==> config.mk <==
export PLATFORM = sky130hd
export DESIGN_NAME = itpom_div
export DESIGN_NICKNAME = d
export VERILOG_FILES = /design/src/hw/rtl/itpom_div.sv
export SDC_FILE = /design/constraint.sdc
export NUM_CORES = 1
export LEC_CHECK = 0
export ABC_CLOCK_PERIOD_IN_PS = 2960
export BUFFER_PORTS_ARGS = -buffer_cell sky130_fd_sc_hd__buf_4
export CAP_MARGIN = 10
export CORE_ASPECT_RATIO = 0.8
export CORE_UTILIZATION = 49
export DETAILED_ROUTE_END_ITERATION = 12
export HOLD_SLACK_MARGIN = 0.1
export PLACE_DENSITY = 0.83
export SLEW_MARGIN = 25
export SYNTH_ARGS = -nofsm -noshare
export SYNTH_HDL_FRONTEND = slang
export SYNTH_SLANG_ARGS = --single-unit
==> constraint.sdc <==
create_clock -name clk -period 2.96 [get_ports clk]
set_clock_uncertainty 0.1 [all_clocks]
set_input_delay 0 -clock clk [delete_from_list [all_inputs] [get_ports clk]]
set_output_delay 0 -clock clk [all_outputs]
set_load 0.01 [all_outputs]
==> src/hw/rtl/itpom_div.sv <==
module itpom_div (
  input  logic        clk,
  input  logic        rst_n,
  input  logic        start,
  input  logic [31:0] dividend,
  input  logic [31:0] divisor,
  output logic        done,
  output logic [31:0] quo,
  output logic [31:0] rem
);

  logic [31:0] rem_r, rem_nxt;
  logic [31:0] quo_r, quo_nxt;
  logic [31:0] dvs_r;
  logic [5:0]  cnt_r, cnt_nxt;
  logic        run_r, run_nxt;
  logic        done_r, done_nxt;
  logic [32:0] trial;

  // One restoring step per cycle: shift in the next dividend bit and try the subtract.
  always_comb begin
    trial    = {rem_r, quo_r[31]} - {1'b0, dvs_r};
    rem_nxt  = rem_r;
    quo_nxt  = quo_r;
    cnt_nxt  = cnt_r;
    run_nxt  = run_r;
    done_nxt = 1'b0;
    if (start) begin
      rem_nxt = '0;
      quo_nxt = dividend;
      cnt_nxt = '0;
      run_nxt = 1'b1;
    end else if (run_r) begin
      if (!trial[32]) begin
        rem_nxt = trial[31:0];
        quo_nxt = {quo_r[30:0], 1'b1};
      end else begin
        rem_nxt = {rem_r[30:0], quo_r[31]};
        quo_nxt = {quo_r[30:0], 1'b0};
      end
      cnt_nxt = cnt_r + 6'd1;
      if (cnt_r == 6'd31) begin
        run_nxt  = 1'b0;
        done_nxt = 1'b1;
      end
    end
  end

  always_ff @(posedge clk) begin
    if (!rst_n) begin
      run_r  <= 1'b0;
      done_r <= 1'b0;
      cnt_r  <= '0;
    end else begin
      run_r  <= run_nxt;
      done_r <= done_nxt;
      cnt_r  <= cnt_nxt;
    end
    rem_r <= rem_nxt;
    quo_r <= quo_nxt;
    if (start) begin
      dvs_r <= divisor;
    end
  end

  assign done = done_r;
  assign quo  = quo_r;
  assign rem  = rem_r;

endmodule

==> out/results.tsv, run 1 <==
stage	metric	value	unit
placement	port bufs	131	
setup_path	r2r setup slk	-0.06	ns
placement	routability cong.	0.9695	
clock_tree	worst-case clock buffer depth	2	
placement	dpl cells	904	
pwr	Max IR drop VDD	0.0003083	V
cells_and_area	final std cells w/o fill	992	
sta	Slew @ Worst Pin	0.5310	ns
logic_synthesis	async set-or-reset flop fraction in the synthesized netlist	0	%
clock_tree	cts bufs inserted	9	
sta	min Tclk post-route	3.016	ns
global_route	initial antenna violation count	0	
global_route	pin count of the biggest net entering global routing	33	
logic_synthesis	Synth area leader	edfxtp_1	
detailed_routing	Routed wire per std cell	18.31	µm
global_route	GR Overflow Total	0	
detailed_routing	drt first pass iters	5	
floorplan	core area	0.01178	mm²
detailed_routing	Vias/cell	5.819	
setup_path	critical path required time	3.13	ns
logic_synthesis	Netlist Area Pre-Place	0.006066	mm²
logic_synthesis	Synth Register Bits	104	
cells_and_area	n_diodes	0	
cells_and_area	ratio of cells with drive above 1 in the final layout	34.00	%
clock_tree	root buf cell	clkbuf_16	
setup_path	critical path launch point type	flip-flop	
clock_tree	clock-pin slew of the registers on the worst-case setup and hold paths	0.08	ns
cells_and_area	fill cell total of the finished layout	730	
setup_path	Worst setup EP type	flip-flop	
sta	Final period util	101.9	%
logic_synthesis	Post-synth EDFFs	64	
logic_synthesis	Synth top area share	31.68	%
logic_synthesis	count of synthesis-stage warnings from yosys	0	
sta	hold violation count in the final report	0	
placement	DP Wirelength	12160	µm
sta	Fmax achieved	331.5	MHz
global_route	vias in the first global route	5778	
logic_synthesis	leading post-synthesis cells by cell area	edfxtp_1, dfxtp_1, ha_1	
logic_synthesis	dominant synthesized flop cell	edfxtp_1	
sta	Max-slew headroom	64.33	%
floorplan	# rows	35	
detailed_routing	vias	5772	
detailed_routing	Antenna Nets Post-Route	0	
cells_and_area	Layout Nets	940	
detailed_routing	routed wire length	18170	µm
detailed_routing	DRC viols	0	
hold_path	min-delay worst type	primary input to flip-flop	
global_route	GRT Total Usage	28.05	%
floorplan	DIE WIDTH	126.4	µm
logic_synthesis	Net Count, Synth	687	
floorplan	die area	0.01283	mm²
pwr	leakage power	3.849	nW
logic_synthesis	synth unique cells	66	
global_route	first-pass GRT wire length	28130	µm
clock_tree	H-tree Lvls	3	
cells_and_area	commonest cells after routing, fill and taps aside	buf_4, dlygate4sd3_1, edfxtp_1, inv_1, nor2_1	
clock_tree	CTS Sinks	104	
outcome	failing checks	negative setup slack	
logic_synthesis	syn avg cell area	10.35	µm²
floorplan	Die Height	101.5	µm
cells_and_area	most common cell after layout, fill and taps aside	buf_4	
cells_and_area	synth-to-layout area growth	46.00	%
clock_tree	Clock Latency Late Sink	0.36	ns
clock_tree	CTS tree	yes	
detailed_routing	DR iter-0 viols	359	
setup_path	CP Class	flip-flop to flip-flop	
setup_path	CP max FO	4	
setup_path	Critical Path AT	3.19	ns
sta	RSZ-0062 raised after global routing	yes	
outcome	status	finished with violations	
job	Maximum Capacitance Violations	0	
sta	min setup slack post-route	-0.05628	ns
floorplan	Initial Utilization	51.49	%
sta	fin. max-slew vios	0	
floorplan	boundary pin count	132	
logic_synthesis	Mapped Cells	586	
placement	worst slack at placement	-0.1679	ns
pwr	PwrDens	543.0	mW/mm²
sta	final setup vio count	1	
logic_synthesis	sequential area share after synthesis	44.88	%
==> synth_stat cells, types with 3 or more instances <==
cell type  count
edfxtp_1      64
inv_1         45
dfxtp_1       40
nor2_1        40
nand2_1       35
ha_1          33
mux2_2        32
a21oi_1       30
o21ai_0       29
a211oi_1      19
mux2i_1       19
clkbuf_1      17
a21o_1        13
xnor2_1       13
xor2_1        13
nand3_1       11
nor3_1         9
nand2b_1       8
nand4_1        7
and3_1         6
o21a_1         6
o21bai_1       6
o31ai_1        5
a311oi_1       4
a31oi_1        4
and2_1         4
and4_1         4
nor2b_1        4
nor4_1         4
a2111oi_0      3
a211oi_2       3
a21boi_0       3
buf_6          3
nand3b_1       3
nand4b_1       3
nor3b_1        3
o22ai_1        3
o311ai_0       3
or2_2          3
==> cell type report <==
class / instances / area (µm²) / share of cell area (%)
clock buffer: 9 / 225.2 / 2.543
multi-input combinational: 414 / 3239 / 36.58
clock inverter: 7 / 107.6 / 1.215
tap: 148 / 185.2 / 2.091
inverter: 45 / 168.9 / 1.907
sequential: 104 / 2724 / 30.76
timing repair buffer: 265 / 2206 / 24.91
==> final timing paths <==
check	start	endpoint	cells past startpoint
max	dvs_r[15]$_DFFE_PP_	rem[30]$_SDFFE_PP0P_	10
min	divisor[25]	dvs_r[25]$_DFFE_PP_	2
max reg2reg	dvs_r[15]$_DFFE_PP_	rem[30]$_SDFFE_PP0P_	10
min reg2reg	rem[12]$_SDFFE_PP0P_	rem[12]$_SDFFE_PP0P_	2
==> kinds of logic after synthesis <==
group                    share of synthesized area [%]
AO/OA/AOI/OAI                                    17.64
AND/OR/NAND/NOR                                  12.60
flip-flops                                       44.88
buffers and inverters                            4.662
multiplexers                                     9.323
adder cells (fa/ha/maj)                          7.137
XOR/XNOR                                         3.754
==> worst max-delay path, stage by stage (launching register included) <==
cell and delay [ns]:
edfxtp_1 0.36, inv_1 0.08, ha_1 0.27, a21o_1 0.26
o21bai_4 0.20, a2111oi_1 0.50, nand3_1 0.25, nand4b_1 0.24
a21oi_1 0.10, a311o_1 0.32, a311oi_1 0.25
==> power by group <==
part	leakage (nW)	total, mW	switching, mW	internal, mW
registers	0.963	1.78	0.0916	1.69
clock network	0.161	1.31	0.619	0.690
logic	2.72	1.72	0.862	0.860
total	3.85	4.81	1.57	3.24
==> flip-flops by register name (all words and copies together) (netlist names) <==
register,flops
dvs_r,32
quo,32
rem,32
cnt_r,6
done,1
run_r,1
==> metal layers <==
layer	part of all wire, %	GRT usage, %	wire length (µm)	vias to the layer above
met4	2.9	10.29	522	0
met3	8.1	7.237	1476	65
met1	41	33.66	7438	2730
met2	48	49.09	8730	288
met5	0	0	0	-
li1	-	-	-	2689
==> per-stage QoR <==
stage / util, % / instance area (µm²) / power [mW] / setup TNS, ns / hold slack, ns
finish: 75.18 / 8856 / 4.808 / -0.05628 / 0.2566
global route: 75.18 / 8856 / 5.005 / -2.057 / 0.2506
CTS: 73.38 / 8645 / 4.648 / 0 / 0.2515
detailed placement: 64.41 / 7587 / 3.228 / -2.410 / 0.07932
global placement: 64.41 / 7587 / 3.171 / -0.4195 / 0.07803
floorplan: - / 6066 / 2.669 / -0.03278 / -0.001131
==> repair_timing <==
action,4_1_cts,5_1_grt
pin swaps,3,17
cloned,0,1
hold buffers,67,0
resized for setup,12,42
setup buffers,2,2
endpoints found under the hold margin,90,0
endpoints found under the setup margin,32,33
No activity file was read; power rests on OpenSTA's default activity.
==> inputs of run 2 (changes only) <==
--- a/config.mk
+++ b/config.mk
@@ -5,6 +5,7 @@
 export SDC_FILE = /design/constraint.sdc
 export NUM_CORES = 1
 export LEC_CHECK = 0
+export ABC_AREA = 1
 export ABC_CLOCK_PERIOD_IN_PS = 2960
 export BUFFER_PORTS_ARGS = -buffer_cell sky130_fd_sc_hd__buf_4
 export CAP_MARGIN = 10
@@ -12,8 +13,8 @@
 export CORE_UTILIZATION = 49
 export DETAILED_ROUTE_END_ITERATION = 12
 export HOLD_SLACK_MARGIN = 0.1
-export PLACE_DENSITY = 0.83
-export SLEW_MARGIN = 25
+export PLACE_DENSITY = 0.82
+export SLEW_MARGIN = 10
 export SYNTH_ARGS = -nofsm -noshare
 export SYNTH_HDL_FRONTEND = slang
 export SYNTH_SLANG_ARGS = --single-unit
==> run 2 against run 1 <==
  * Maximum frequency up 15%
  * Sequential power down 6%
  * The run now ends clean
  * Non-clock buffer count down 63
  * Global-route usage down 0.33 points
  * Highest routed layer unchanged
  * Combinational power down 65%
  * Largest power group unchanged
  * Cell count up 44%
==> out/results.tsv, run 2 <==
stage	metric	value	unit	change
logic_synthesis	synth unique cells	37		-44%
sta	fin. max-slew vios	0		unchanged
sta	min Tclk post-route	2.623	ns	-0.3936 ns
sta	Fmax achieved	381.3	MHz	+15%
pwr	Overall Power	3.554	mW	-26%
setup_path	CP Class	flip-flop to flip-flop		
sta	Max-slew headroom	33.97	%	-30 points
logic_synthesis	Net Count, Synth	1149		+67%
clock_tree	H-tree Lvls	3		unchanged
pwr	leakage power	5.004	nW	+30%
floorplan	Initial Utilization	51.22	%	-0.28 points
detailed_routing	drt first pass iters	4		-1
placement	port bufs	131		unchanged
hold_path	min-delay worst type	primary input to flip-flop		
clock_tree	cts bufs inserted	9		unchanged
job	Maximum Capacitance Violations	0		unchanged
sta	final setup vio count	0		-1
sta	min setup slack post-route	0.3373	ns	+0.3936 ns
placement	DP Area	0.008177	mm²	+7.8%
sta	post-route setup TNS	0	ns	+0.05628 ns
logic_synthesis	Synth Register Bits	104		unchanged
placement	DP Wirelength	13850	µm	+14%
detailed_routing	Antenna Nets Post-Route	0		unchanged
detailed_routing	DR iter-0 viols	412		+15%
global_route	vias in the first global route	6530		+13%
setup_path	critical path launch point type	flip-flop		
floorplan	# rows	38		+8.6%
clock_tree	CTS tree	yes		
sta	hold violation count in the final report	0		unchanged
cells_and_area	most common cell after layout, fill and taps aside	nand2_1		
floorplan	Die Height	109.4	µm	+7.7%
placement	worst slack at placement	0.2292	ns	+0.3971 ns
logic_synthesis	syn avg cell area	6.738	µm²	-35%
sta	Slew @ Worst Pin	0.9894	ns	+0.4584 ns
clock_tree	worst-case clock buffer depth	2		unchanged
detailed_routing	Routed wire per std cell	14.02	µm	-23%
outcome	status	finished clean		
logic_synthesis	Synth top area share	27.21	%	-4.5 points
logic_synthesis	synth cell count leaders	nand2_1, inv_1, edfxtp_1		
floorplan	core area	0.01379	mm²	+17%
detailed_routing	DRC viols	0		unchanged
placement	routability cong.	0.9825		+1.3%
global_route	first-pass GRT wire length	31970	µm	+14%
pwr	Max IR drop VDD	0.0003044	V	-1.3%
global_route	pin count of the biggest net entering global routing	61		+85%
logic_synthesis	Synth area leader	edfxtp_1		
clock_tree	root buf cell	clkbuf_16		
floorplan	boundary pin count	132		unchanged
logic_synthesis	leading post-synthesis cells by cell area	edfxtp_1, nand2_1, dfxtp_1		
logic_synthesis	most frequent cell after synthesis	nand2_1		
global_route	GR Overflow Total	0		unchanged
cells_and_area	fill cell total of the finished layout	1120		+53%
cells_and_area	post-route cell area	0.009181	mm²	+3.7%
cells_and_area	Layout Nets	1344		+43%
detailed_routing	Vias/cell	4.824		-17%
detailed_routing	routed wire length	20030	µm	+10%
setup_path	Critical Path AT	2.78	ns	-0.41 ns
cells_and_area	ratio of cells with drive above 1 in the final layout	16.75	%	-17 points
logic_synthesis	Netlist Area Pre-Place	0.007062	mm²	+16%
cells_and_area	multi-input logic area	0.003403	mm²	+5.1%
sta	RSZ-0062 raised after global routing	no		
pwr	PwrDens	387.1	mW/mm²	-29%
cells_and_area	n_diodes	0		unchanged
global_route	initial antenna violation count	0		unchanged
logic_synthesis	Post-synth EDFFs	64		unchanged
logic_synthesis	async set-or-reset flop fraction in the synthesized netlist	0	%	unchanged
global_route	GRT Total Usage	27.72	%	-0.33 points
sta	Final period util	88.60	%	-13 points
detailed_routing	vias	6889		+19%
logic_synthesis	sequential area share after synthesis	38.55	%	-6.3 points
setup_path	CP max FO	27		+23
setup_path	Worst setup EP type	flip-flop		
floorplan	DIE WIDTH	136.2	µm	+7.8%
clock_tree	Clock Latency Late Sink	0.36	ns	about the same
clock_tree	CTS Sinks	104		unchanged
clock_tree	clock-pin slew of the registers on the worst-case setup and hold paths	0.09	ns	about the same
cells_and_area	commonest cells after routing, fill and taps aside	nand2_1, inv_1, buf_4, dlygate4sd3_1, edfxtp_1		
logic_synthesis	Mapped Cells	1048		+79%
logic_synthesis	count of synthesis-stage warnings from yosys	0		unchanged
floorplan	die area	0.01490	mm²	+16%
cells_and_area	synth-to-layout area growth	30.01	%	
cells_and_area	register area	0.002723	mm²	about the same
logic_synthesis	dominant synthesized flop cell	edfxtp_1		
setup_path	critical path required time	3.12	ns	about the same
[run 2: worst max-delay path, stage by stage, from the launching register on]
cell	delay [ns]
edfxtp_1	0.36
inv_1	0.06
ha_1	0.23
fa_1	0.39
inv_1	0.09
nand2_1	0.08
nand2_1	0.10
nand3_1	0.09
nand2_2	0.10
nand2_1	0.09
nand2_4	0.10
nand2_4	0.07
nand2_4	0.07
nand2_4	0.09
nand2_8	0.24
nand2_1	0.11
nand3_1	0.10
nand2_1	0.05
[run 2: through the flow]
stage	hold slack [ns]	util, %	cells
6_report	0.2550	66.59	1428
5_1_grt	0.2503	66.59	1428
4_1_cts	0.2486	66.46	1428
3_5_place_dp	0.07926	59.30	1345
3_3_place_gp	0.07864	59.30	1345
2_1_floorplan	-0.001131	-	1048
[run 2: final timing paths]
check | slack [ns] | cells after the start | endpoint | start
worst max-delay path | 0.34 | 17 | rem[3]$_SDFFE_PP0P_ | quo[31]$_DFFE_PP_
worst min-delay path | 0.25 | 2 | dvs_r[3]$_DFFE_PP_ | divisor[3]
worst min register to register | 0.39 | 2 | rem[17]$_SDFFE_PP0P_ | rem[17]$_SDFFE_PP0P_
worst max register to register | 0.34 | 17 | rem[3]$_SDFFE_PP0P_ | quo[31]$_DFFE_PP_
[run 2: layout make-up]
cell class,count,share of cell area [%]
well taps,180,2.453
flip-flops and latches,104,29.65
repair buffers,202,18.34
multi-input cells,705,37.07
inverters,221,9.035
clock inverters,7,0.9948
clock buffers,9,2.453
[run 2: cells by family after synthesis]
| family | after synthesis | synth area share (%) |
|---|---|---|
| DFF | 104 | 38.55 |
| xor gates and xnor gates | 14 | 1.736 |
| adders and majority gates | 34 | 6.130 |
| and+or+nand+nor | 624 | 37.49 |
| AOI/OAI and AO/OA | 33 | 2.516 |
| buffers and inverters | 239 | 13.57 |
[run 2: what timing repair did]
action,4_1_cts,5_1_grt
setup endpoints to repair,0,7
setup buffers,0,0
hold buffers,67,0
hold endpoints to repair,77,0
gates resized for setup,0,2
[run 2: metal layers]
layer  part of all wire (%)  up-vias  GRT usage [%]  wire length (µm)
li1                       -     3540              -                 -
met5                      0        -              0                 0
met2                     44      258          45.61              8888
met4                    1.4        0          6.349               279
met3                    6.9       22          5.302              1384
met1                     47     3069          37.66              9474
[run 2: report_power, final]
part / switching, mW / internal, mW
combinational: 0.329 / 0.269
sequential: 0.0474 / 1.64
clock: 0.653 / 0.618
total: 1.03 / 2.52
